## config.mk

```make
export PLATFORM = sky130hd
export DESIGN_NAME = min_distance_symbol_demapper_core
export DESIGN_NICKNAME = d
export VERILOG_FILES = /design/src/sv/mddm_pkg.sv /design/src/sv/min_distance_symbol_demapper_core.sv /design/src/sv/mddm_dist.sv
export SDC_FILE = /design/constraint.sdc
export NUM_CORES = 2
export LEC_CHECK = 0
export BUFFER_PORTS_ARGS = -buffer_cell sky130_fd_sc_hd__buf_4
export CAP_MARGIN = 5
export CORE_ASPECT_RATIO = 0.8
export CORE_MARGIN = 8
export CORE_UTILIZATION = 51
export DETAILED_ROUTE_END_ITERATION = 16
export PLACE_DENSITY = 0.67
export SYNTH_ARGS = -nofsm -noshare
export SYNTH_HDL_FRONTEND = slang
export SYNTH_HIERARCHICAL = 1
export SYNTH_SLANG_ARGS = --single-unit
```

## constraint.sdc

```tcl
create_clock -name clock -period 13.51 [get_ports clock]
set_input_delay 0.6755 -clock clock [delete_from_list [all_inputs] [get_ports clock]]
set_output_delay 0.6755 -clock clock [all_outputs]
set_load 0.02 [all_outputs]
```

## src/sv/mddm_pkg.sv

```systemverilog
// mddm_pkg: shared constants, codes and types of the min-distance symbol demapper
// used by mddm_dist, min_distance_symbol_demapper_core and mddm_checker
// no dependencies

package mddm_pkg;

   // defaults for the top-level parameters
   localparam int MAX_POINTS_DEF  = 64;
   localparam int SAMPLE_BITS_DEF = 16;

   // fixed field widths
   localparam int IDX_W      = 6;
   localparam int MOD_W      = 2;
   localparam int CNT_W      = 9;
   localparam int CSR_ADDR_W = 3;
   localparam int CSR_DATA_W = 32;

   // operation codes
   localparam logic OP_DEMAP = 1'b0;
   localparam logic OP_LOAD  = 1'b1;

   // modulation codes
   localparam logic [MOD_W-1:0] MOD_BPSK  = 2'd0;
   localparam logic [MOD_W-1:0] MOD_QPSK  = 2'd1;
   localparam logic [MOD_W-1:0] MOD_QAM16 = 2'd2;
   localparam logic [MOD_W-1:0] MOD_QAM64 = 2'd3;

   // register index of the modulation register
   localparam logic REG_MODULATION = 1'b0;

   // tag that travels with each point through the distance unit
   typedef struct packed {
      logic vld;
      logic is_last;
   } tag_type;

   // number of constellation points searched for a modulation code
   function automatic logic [CNT_W-1:0] mod_points(input logic [MOD_W-1:0] modulation);
      logic [CNT_W-1:0] pts;
      case (modulation)
         MOD_BPSK:  pts = CNT_W'(2);
         MOD_QPSK:  pts = CNT_W'(4);
         MOD_QAM16: pts = CNT_W'(16);
         MOD_QAM64: pts = CNT_W'(64);
         default:   pts = CNT_W'(4);
      endcase
      return pts;
   endfunction

endpackage

```

## src/sv/min_distance_symbol_demapper_core.sv

```systemverilog
// min_distance_symbol_demapper_core: top level of the hard-decision demapper
// point table, read sequencer, running minimum, result register and csr port
// depends on mddm_pkg and mddm_dist

// A load item (operation 1) writes one (I,Q) point into the point table; no
// result comes of it. A demap item (operation 0) searches the first N points
// of the table, N being 2, 4, 16 or 64 as the modulation register selects (at
// most MAX_POINTS), for the least squared distance to the sample and returns
// that point's index; ties keep the lower index, and in BPSK only the I
// distance to points 0 and 1 counts, with a tie giving 1. The table has one
// read port and the single distance unit takes one point per cycle, followed
// by a short pipeline and the result hand-off. req_stall stays high while a
// demap is in progress. A finished result waits in the output register, so a
// following item can be accepted while it is still stalled. Table entries read
// before they were loaded give undefined indexes.

module min_distance_symbol_demapper_core #(
   parameter int MAX_POINTS  = mddm_pkg::MAX_POINTS_DEF,
   parameter int SAMPLE_BITS = mddm_pkg::SAMPLE_BITS_DEF
) (
   input  logic                                clock,
   input  logic                                reset,
   // request channel
   input  logic                                req_valid,
   output logic                                req_stall,
   input  logic                                req_operation,
   input  logic [mddm_pkg::IDX_W-1:0]          req_point_index,
   input  logic signed [SAMPLE_BITS-1:0]       req_sample_i,
   input  logic signed [SAMPLE_BITS-1:0]       req_sample_q,
   input  logic                                req_last_sample,
   // result channel
   output logic                                rsp_valid,
   input  logic                                rsp_stall,
   output logic [mddm_pkg::IDX_W-1:0]          rsp_symbol_index,
   output logic                                rsp_last_symbol,
   // configuration port
   input  logic                                csr_psel,
   input  logic                                csr_penable,
   input  logic                                csr_pwrite,
   input  logic [mddm_pkg::CSR_ADDR_W-1:0]     csr_paddr,
   input  logic [mddm_pkg::CSR_DATA_W-1:0]     csr_pwdata,
   output logic [mddm_pkg::CSR_DATA_W-1:0]     csr_prdata,
   output logic                                csr_pready
);

   localparam int ADDR_W = (MAX_POINTS > 1) ? $clog2(MAX_POINTS) : 1;
   localparam int DW     = SAMPLE_BITS;
   localparam int CW     = mddm_pkg::CNT_W;

   localparam logic [1:0] ST_IDLE  = 2'd0;
   localparam logic [1:0] ST_ISSUE = 2'd1;
   localparam logic [1:0] ST_DRAIN = 2'd2;
   localparam logic [1:0] ST_HOLD  = 2'd3;

   logic [1:0]                  state_ff;
   logic [1:0]                  state_in;
   logic [mddm_pkg::MOD_W-1:0]  mod_ff;
   logic                        req_acc;
   logic                        demap_acc;
   logic                        load_acc;
   logic                        csr_wr;
   logic                        rsp_free;

   // point table, I in the upper half and Q in the lower half
   logic [2*DW-1:0]             table_mem [MAX_POINTS];
   logic [2*DW-1:0]             rd_data_ff;
   mddm_pkg::tag_type           rd_tag_ff;

   logic [ADDR_W-1:0]           addr_ff;
   logic [ADDR_W-1:0]           last_addr_ff;
   logic [ADDR_W-1:0]           last_addr_in;
   logic [CW-1:0]               pts_m1;
   logic [CW-1:0]               lim_m1;

   logic signed [DW-1:0]        smp_i_ff;
   logic signed [DW-1:0]        smp_q_ff;
   logic                        last_ff;
   logic                        bpsk_ff;

   mddm_pkg::tag_type           dist_tag;
   logic [2*DW:0]               sq_dist;
   logic [2*DW:0]               best_d_ff;
   logic [ADDR_W-1:0]           best_k_ff;
   logic [ADDR_W-1:0]           cmp_k_ff;
   logic                        take;

   logic                        rsp_valid_ff;
   logic [mddm_pkg::IDX_W-1:0]  rsp_idx_ff;
   logic                        rsp_last_ff;

   assign req_stall = (state_ff != ST_IDLE);
   assign req_acc   = req_valid && !req_stall;
   assign demap_acc = req_acc && (req_operation == mddm_pkg::OP_DEMAP);
   assign load_acc  = req_acc && (req_operation == mddm_pkg::OP_LOAD)
                      && (CW'(req_point_index) < CW'(MAX_POINTS));
   assign rsp_free  = !rsp_valid_ff || !rsp_stall;

   // configuration port
   assign csr_pready = 1'b1;
   assign csr_wr     = csr_psel && csr_penable && csr_pwrite && csr_pready;

   always_ff @(posedge clock) begin
      if (reset) begin
         mod_ff <= mddm_pkg::MOD_QPSK;
      end else if (csr_wr && (csr_paddr[2] == mddm_pkg::REG_MODULATION)) begin
         mod_ff <= csr_pwdata[mddm_pkg::MOD_W-1:0];
      end
   end

   always_comb begin
      if (csr_paddr[2] == mddm_pkg::REG_MODULATION) begin
         csr_prdata = mddm_pkg::CSR_DATA_W'(mod_ff);
      end else begin
         csr_prdata = '0;
      end
   end

   // last table entry to visit: point count clipped to the table size
   always_comb begin
      pts_m1 = mddm_pkg::mod_points(mod_ff) - CW'(1);
      lim_m1 = CW'(MAX_POINTS - 1);
      last_addr_in = (pts_m1 < lim_m1) ? ADDR_W'(pts_m1) : ADDR_W'(lim_m1);
   end

   // sequencer
   always_comb begin
      state_in = state_ff;
      case (state_ff)
         ST_IDLE:  if (demap_acc) state_in = ST_ISSUE;
         ST_ISSUE: if (addr_ff == last_addr_ff) state_in = ST_DRAIN;
         ST_DRAIN: if (dist_tag.vld && dist_tag.is_last) state_in = ST_HOLD;
         ST_HOLD:  if (rsp_free) state_in = ST_IDLE;
         default:  state_in = ST_IDLE;
      endcase
   end

   always_ff @(posedge clock) begin
      if (reset) begin
         state_ff <= ST_IDLE;
      end else begin
         state_ff <= state_in;
      end
   end

   // latch the item and restart the address counter
   always_ff @(posedge clock) begin
      if (demap_acc) begin
         smp_i_ff     <= req_sample_i;
         smp_q_ff     <= req_sample_q;
         last_ff      <= req_last_sample;
         bpsk_ff      <= (mod_ff == mddm_pkg::MOD_BPSK);
         last_addr_ff <= last_addr_in;
         addr_ff      <= '0;
      end else if (state_ff == ST_ISSUE) begin
         addr_ff <= addr_ff + ADDR_W'(1);
      end
   end

   // table: one write port for loads, one registered read port for the search
   always_ff @(posedge clock) begin
      if (load_acc) begin
         table_mem[ADDR_W'(req_point_index)] <= {req_sample_i, req_sample_q};
      end
      if (state_ff == ST_ISSUE) begin
         rd_data_ff <= table_mem[addr_ff];
      end
   end

   always_ff @(posedge clock) begin
      if (reset) begin
         rd_tag_ff <= '0;
      end else begin
         rd_tag_ff.vld     <= (state_ff == ST_ISSUE);
         rd_tag_ff.is_last <= (state_ff == ST_ISSUE) && (addr_ff == last_addr_ff);
      end
   end

   mddm_dist #(
      .SAMPLE_BITS(SAMPLE_BITS)
   ) u_dist (
      .clock   (clock),
      .reset   (reset),
      .tag_in  (rd_tag_ff),
      .smp_i   (smp_i_ff),
      .smp_q   (smp_q_ff),
      .pt_i    (rd_data_ff[2*DW-1:DW]),
      .pt_q    (rd_data_ff[DW-1:0]),
      .i_only  (bpsk_ff),
      .tag_out (dist_tag),
      .sq_dist (sq_dist)
   );

   // running minimum; bpsk lets the later point win a tie
   always_comb begin
      if (cmp_k_ff == '0) begin
         take = dist_tag.vld;
      end else if (bpsk_ff) begin
         take = dist_tag.vld && (sq_dist <= best_d_ff);
      end else begin
         take = dist_tag.vld && (sq_dist < best_d_ff);
      end
   end

   always_ff @(posedge clock) begin
      if (demap_acc) begin
         cmp_k_ff <= '0;
      end else if (dist_tag.vld) begin
         cmp_k_ff <= cmp_k_ff + ADDR_W'(1);
      end
      if (take) begin
         best_d_ff <= sq_dist;
         best_k_ff <= cmp_k_ff;
      end
   end

   // result register
   always_ff @(posedge clock) begin
      if (reset) begin
         rsp_valid_ff <= 1'b0;
      end else if (state_ff == ST_HOLD && rsp_free) begin
         rsp_valid_ff <= 1'b1;
      end else if (!rsp_stall) begin
         rsp_valid_ff <= 1'b0;
      end
   end

   always_ff @(posedge clock) begin
      if (state_ff == ST_HOLD && rsp_free) begin
         rsp_idx_ff  <= mddm_pkg::IDX_W'(best_k_ff);
         rsp_last_ff <= last_ff;
      end
   end

   assign rsp_valid        = rsp_valid_ff;
   assign rsp_symbol_index = rsp_idx_ff;
   assign rsp_last_symbol  = rsp_last_ff;

endmodule

```

## src/sv/mddm_dist.sv

```systemverilog
// mddm_dist: pipelined squared-distance unit, one point per cycle
// absolute differences, then squares, then the summed distance
// depends on mddm_pkg

module mddm_dist #(
   parameter int SAMPLE_BITS = mddm_pkg::SAMPLE_BITS_DEF
) (
   input  logic                          clock,
   input  logic                          reset,
   input  mddm_pkg::tag_type             tag_in,
   input  logic signed [SAMPLE_BITS-1:0] smp_i,
   input  logic signed [SAMPLE_BITS-1:0] smp_q,
   input  logic signed [SAMPLE_BITS-1:0] pt_i,
   input  logic signed [SAMPLE_BITS-1:0] pt_q,
   input  logic                          i_only,
   output mddm_pkg::tag_type             tag_out,
   output logic [2*SAMPLE_BITS:0]        sq_dist
);

   localparam int DW = SAMPLE_BITS;

   logic signed [DW:0]   diff_i;
   logic signed [DW:0]   diff_q;
   logic [DW-1:0]        abs_i_in;
   logic [DW-1:0]        abs_q_in;
   logic [DW-1:0]        abs_i_ff;
   logic [DW-1:0]        abs_q_ff;
   logic [2*DW-1:0]      sq_i_ff;
   logic [2*DW-1:0]      sq_q_ff;
   mddm_pkg::tag_type    tag1_ff;
   mddm_pkg::tag_type    tag2_ff;

   // difference of two DW-bit values fits DW bits once made positive
   always_comb begin
      diff_i = {smp_i[DW-1], smp_i} - {pt_i[DW-1], pt_i};
      diff_q = {smp_q[DW-1], smp_q} - {pt_q[DW-1], pt_q};
      abs_i_in = diff_i[DW] ? DW'(-diff_i) : diff_i[DW-1:0];
      if (i_only) begin
         abs_q_in = '0;
      end else begin
         abs_q_in = diff_q[DW] ? DW'(-diff_q) : diff_q[DW-1:0];
      end
   end

   always_ff @(posedge clock) begin
      if (reset) begin
         tag1_ff <= '0;
         tag2_ff <= '0;
      end else begin
         tag1_ff <= tag_in;
         tag2_ff <= tag1_ff;
      end
   end

   always_ff @(posedge clock) begin
      abs_i_ff <= abs_i_in;
      abs_q_ff <= abs_q_in;
      sq_i_ff  <= abs_i_ff * abs_i_ff;
      sq_q_ff  <= abs_q_ff * abs_q_ff;
   end

   assign tag_out = tag2_ff;
   assign sq_dist = {1'b0, sq_i_ff} + {1'b0, sq_q_ff};

endmodule

```

==> results.json <==
{
  "globalRouteTotalUtil_pct": 23.06,
  "grt_use_met1_pct": 33.95,
  "cp_max_fo": 18,
  "coreArea_um2": 203100,
  "routed_wire_length_per_instance_um": 28.02,
  "post_cts.resized_instances": 0,
  "chipHeight_um": 420.2,
  "fraction_of_final_layout_cells_sized_beyond_drive_strength_1_pct": 17.75,
  "initialDrtViolationCount": 6465,
  "timing.final.max_slew_violations": 0,
  "largest_net_degree_at_the_start_of_global_routing": 94,
  "number_of_register_bits_inferred_by_synthesis": 2281,
  "drt-total-wl_um": 254200,
  "max_slew.worst_pin.slew_ps": 1242,
  "max_cap_check_violation_count": 0,
  "clk_pin_slew_worst_paths_ps": 70,
  "first_global_vias": 55260,
  "detail_route.drc_violations": 0,
  "die_width_um": 521.3,
  "synth-edff-count": 2164,
  "setup_tns_ps": 0,
  "setup_repair_after_global_routing_missed_its_margin": "false",
  "floorplan.die_area_um2": 219100,
  "gr-max-usage-layer": "met2",
  "finalSetupViolCount": 0,
  "post-dp-hpwl_um": 147700,
  "min-delay-path-class": "in -> reg",
  "cts_buffers": 211,
  "ctsLongestPathBuffers": 3,
  "design.portCount": 124,
  "timing.slew.headroom_pct": 16.80,
  "post_synth_instance_area_um2": 104200,
  "detail_route.vias_per_cell": 6.051,
  "setup.worst_path.start_class": "register",
  "period_needed_ps": 7170,
  "area_delta_synth_final_pct": 10.37,
  "r2r.worst_path.cells": 20,
  "antenna_violating_nets_post_route": 0,
  "layout.nets": 6892,
  "place.port_buffers": 60,
  "postCtsSetupRepairBufs": 0,
  "max_freq_mhz": 139.5,
  "mean_instance_size_in_the_synthesized_netlist_um2": 17.27,
  "ctsRootBufferMaster": "clkbuf_16",
  "drt-pass1-iter-count": 6,
  "synth-warning-count": 6,
  "dominantRegCellSynth": "edfxtp_1",
  "floorplan.initialDensity_pct": 51.28,
  "grt_pass1_wl_um": 370100,
  "ctsHtreeMaxLevel": 4,
  "run_status": "completed",
  "place.gp.congestion": 0.8340,
  "final_hold_viol_count": 0,
  "critPathRequiredTime_ps": 14250,
  "initial_antenna_violation_count": 17,
  "vias": 54890,
  "final.period_utilization_pct": 53.07,
  "yosys.cell_types.count": 81,
  "grtUsageMet2_pct": 35.48,
  "worst_skew_pair_later_pin_latency_ps": 860,
  "hold_path_depth": 3,
  "grt.overflow.total": 0,
  "commonest_cells_after_routing_fill_and_taps_aside": "edfxtp_1 (2,164), inv_1 (599), mux4_2 (528), fa_1 (329), ha_1 (306)",
  "final.fill_count": 15280,
  "timing.critical_path.arrival_ps": 7910,
  "mostFrequentLayoutCell": "edfxtp_1",
  "timing_worst_setup_path_type": "reg -> reg",
  "tritoncts_clock_tree": "done",
  "async_reset_ff_share_pct": 0,
  "row_count": 148,
  "skew_ps": 59.03,
  "groute.layer.met3.usage_pct": 4.806,
  "final-seq-area_um2": 67340,
  "cts_num_sinks": 2281,
  "multiInputGateArea_um2": 33790,
  "endpoint_kind": "register",
  "synth_sequential_area_ratio_pct": 64.63,
  "synthCells": 6031
}
## cell families (layout without fill, tap and decap cells)
family                   after synthesis  in the layout  share of synthesized area, %
other                                  2             40                      0.007209
buffers and inverters                868           1170                         3.529
AO/OA/AOI/OAI                        650            650                         4.128
adder cells (fa/ha/maj)              636            636                         10.01
flip-flops                          2281           2281                         64.63
AND/OR/NAND/NOR                      781            781                         3.680
XOR/XNOR                             141            141                         1.203
multiplexers                         672            672                         12.82
## state kept, by name (all words and copies together), names as in the netlist, 4 cells and up
register / flops
best_k_ff: 6
cmp_k_ff: 6
smp_q_ff: 16
u_dist/abs_q_ff: 16
u_dist/abs_i_ff: 16
addr_ff: 6
table_mem: 2048
rsp_symbol_index: 6
rd_data_ff: 32
smp_i_ff: 16
u_dist/sq_q_ff: 31
u_dist/sq_i_ff: 31
best_d_ff: 33
last_addr_ff: 4
## final timing paths
check / from / slack, ps / to
max reg2reg: u_dist/abs_q_ff[4] / 6340 / u_dist/sq_q_ff[26]
min: rsp_stall / 90 / rsp_valid
min reg2reg: best_k_ff[4] / 420 / rsp_symbol_index[4]
max: u_dist/abs_q_ff[4] / 6340 / u_dist/sq_q_ff[26]
## per-layer routing
metal	wire, um	share of wire, %	vias to the layer above
li1	-	-	23220
met1	108100	43	28840
met2	114900	45	2487
met3	24710	9.7	336
met4	6348	2.5	10
met5	103	0.041	-
## cell usage after synthesis (16+ instances only)
master / number / area (um^2)
edfxtp_1: 2164 / 64980
inv_1: 599 / 2248
mux4_2: 528 / 11890
fa_1: 329 / 6586
ha_1: 307 / 3841
nand2_1: 219 / 822.0
nor2_1: 193 / 724.4
a21oi_1: 165 / 825.8
mux2i_1: 129 / 1291
o21ai_0: 129 / 645.6
dfxtp_1: 117 / 2342
clkbuf_1: 115 / 431.7
and2_1: 101 / 631.9
xnor2_1: 99 / 867.1
a21o_1: 72 / 540.5
buf_4: 63 / 473.0
nor2b_1: 62 / 387.9
buf_2: 61 / 305.3
nand3_1: 47 / 235.2
xor2_1: 41 / 359.1
a22oi_1: 38 / 285.3
nor3_1: 35 / 175.2
nand2b_1: 33 / 206.5
a211oi_1: 28 / 210.2
a221oi_1: 25 / 219.0
a22o_1: 22 / 192.7
o221ai_1: 22 / 192.7
nand4_1: 20 / 125.1
o21a_1: 17 / 127.6
buf_1: 16 / 60.06
## stage by stage
| stage | hold slack, ps | cell area (um^2) | setup slack, ps | utilization (%) | instances |
|---|---|---|---|---|---|
| 2_1_floorplan | 361.8 | 104300 | 7251 | - | 6060 |
| 3_3_place_gp | 402.4 | 108100 | 6531 | 53.21 | 8659 |
| 3_5_place_dp | 405.9 | 108100 | 6426 | 53.21 | 8659 |
| 4_1_cts | 7.189 | 115000 | 6422 | 56.59 | 9062 |
| 5_1_grt | 68.36 | 115000 | 6009 | 56.59 | 9064 |
| 6_report | 89.69 | 115000 | 6340 | 56.60 | 9071 |
## cell type report
class,instances,share of cell area (%)
Clock inverter,141,1.063
Inverter,599,1.955
Antenna cell,9,0.01959
Tap cell,2700,2.938
Timing Repair Buffer,170,1.169
Clock buffer,260,4.898
Sequential cell,2281,58.57
Multi-Input combinational cell,2911,29.39
## worst max-delay path, stage by stage, from the launching register on
cell	delay [ps]
dfxtp_1	950
nand2_1	230
fa_1	560
fa_1	540
inv_1	60
fa_1	540
fa_1	450
fa_1	550
inv_1	60
fa_1	530
inv_1	40
ha_1	380
a21o_1	190
a21o_1	160
a21o_1	200
a211oi_1	340
nor3b_1	430
nor3_1	140
or3_1	330
a21oi_1	190
xnor2_1	190
## repair_timing
action,4_1_cts,5_1_grt
setup endpoints to repair,0,0
hold endpoints to repair,2,0
hold buffers,2,0
Power is left out: the tool's default activity adds up to more than one toggle a clock period on the data nets, which glitch-free logic cannot reach.
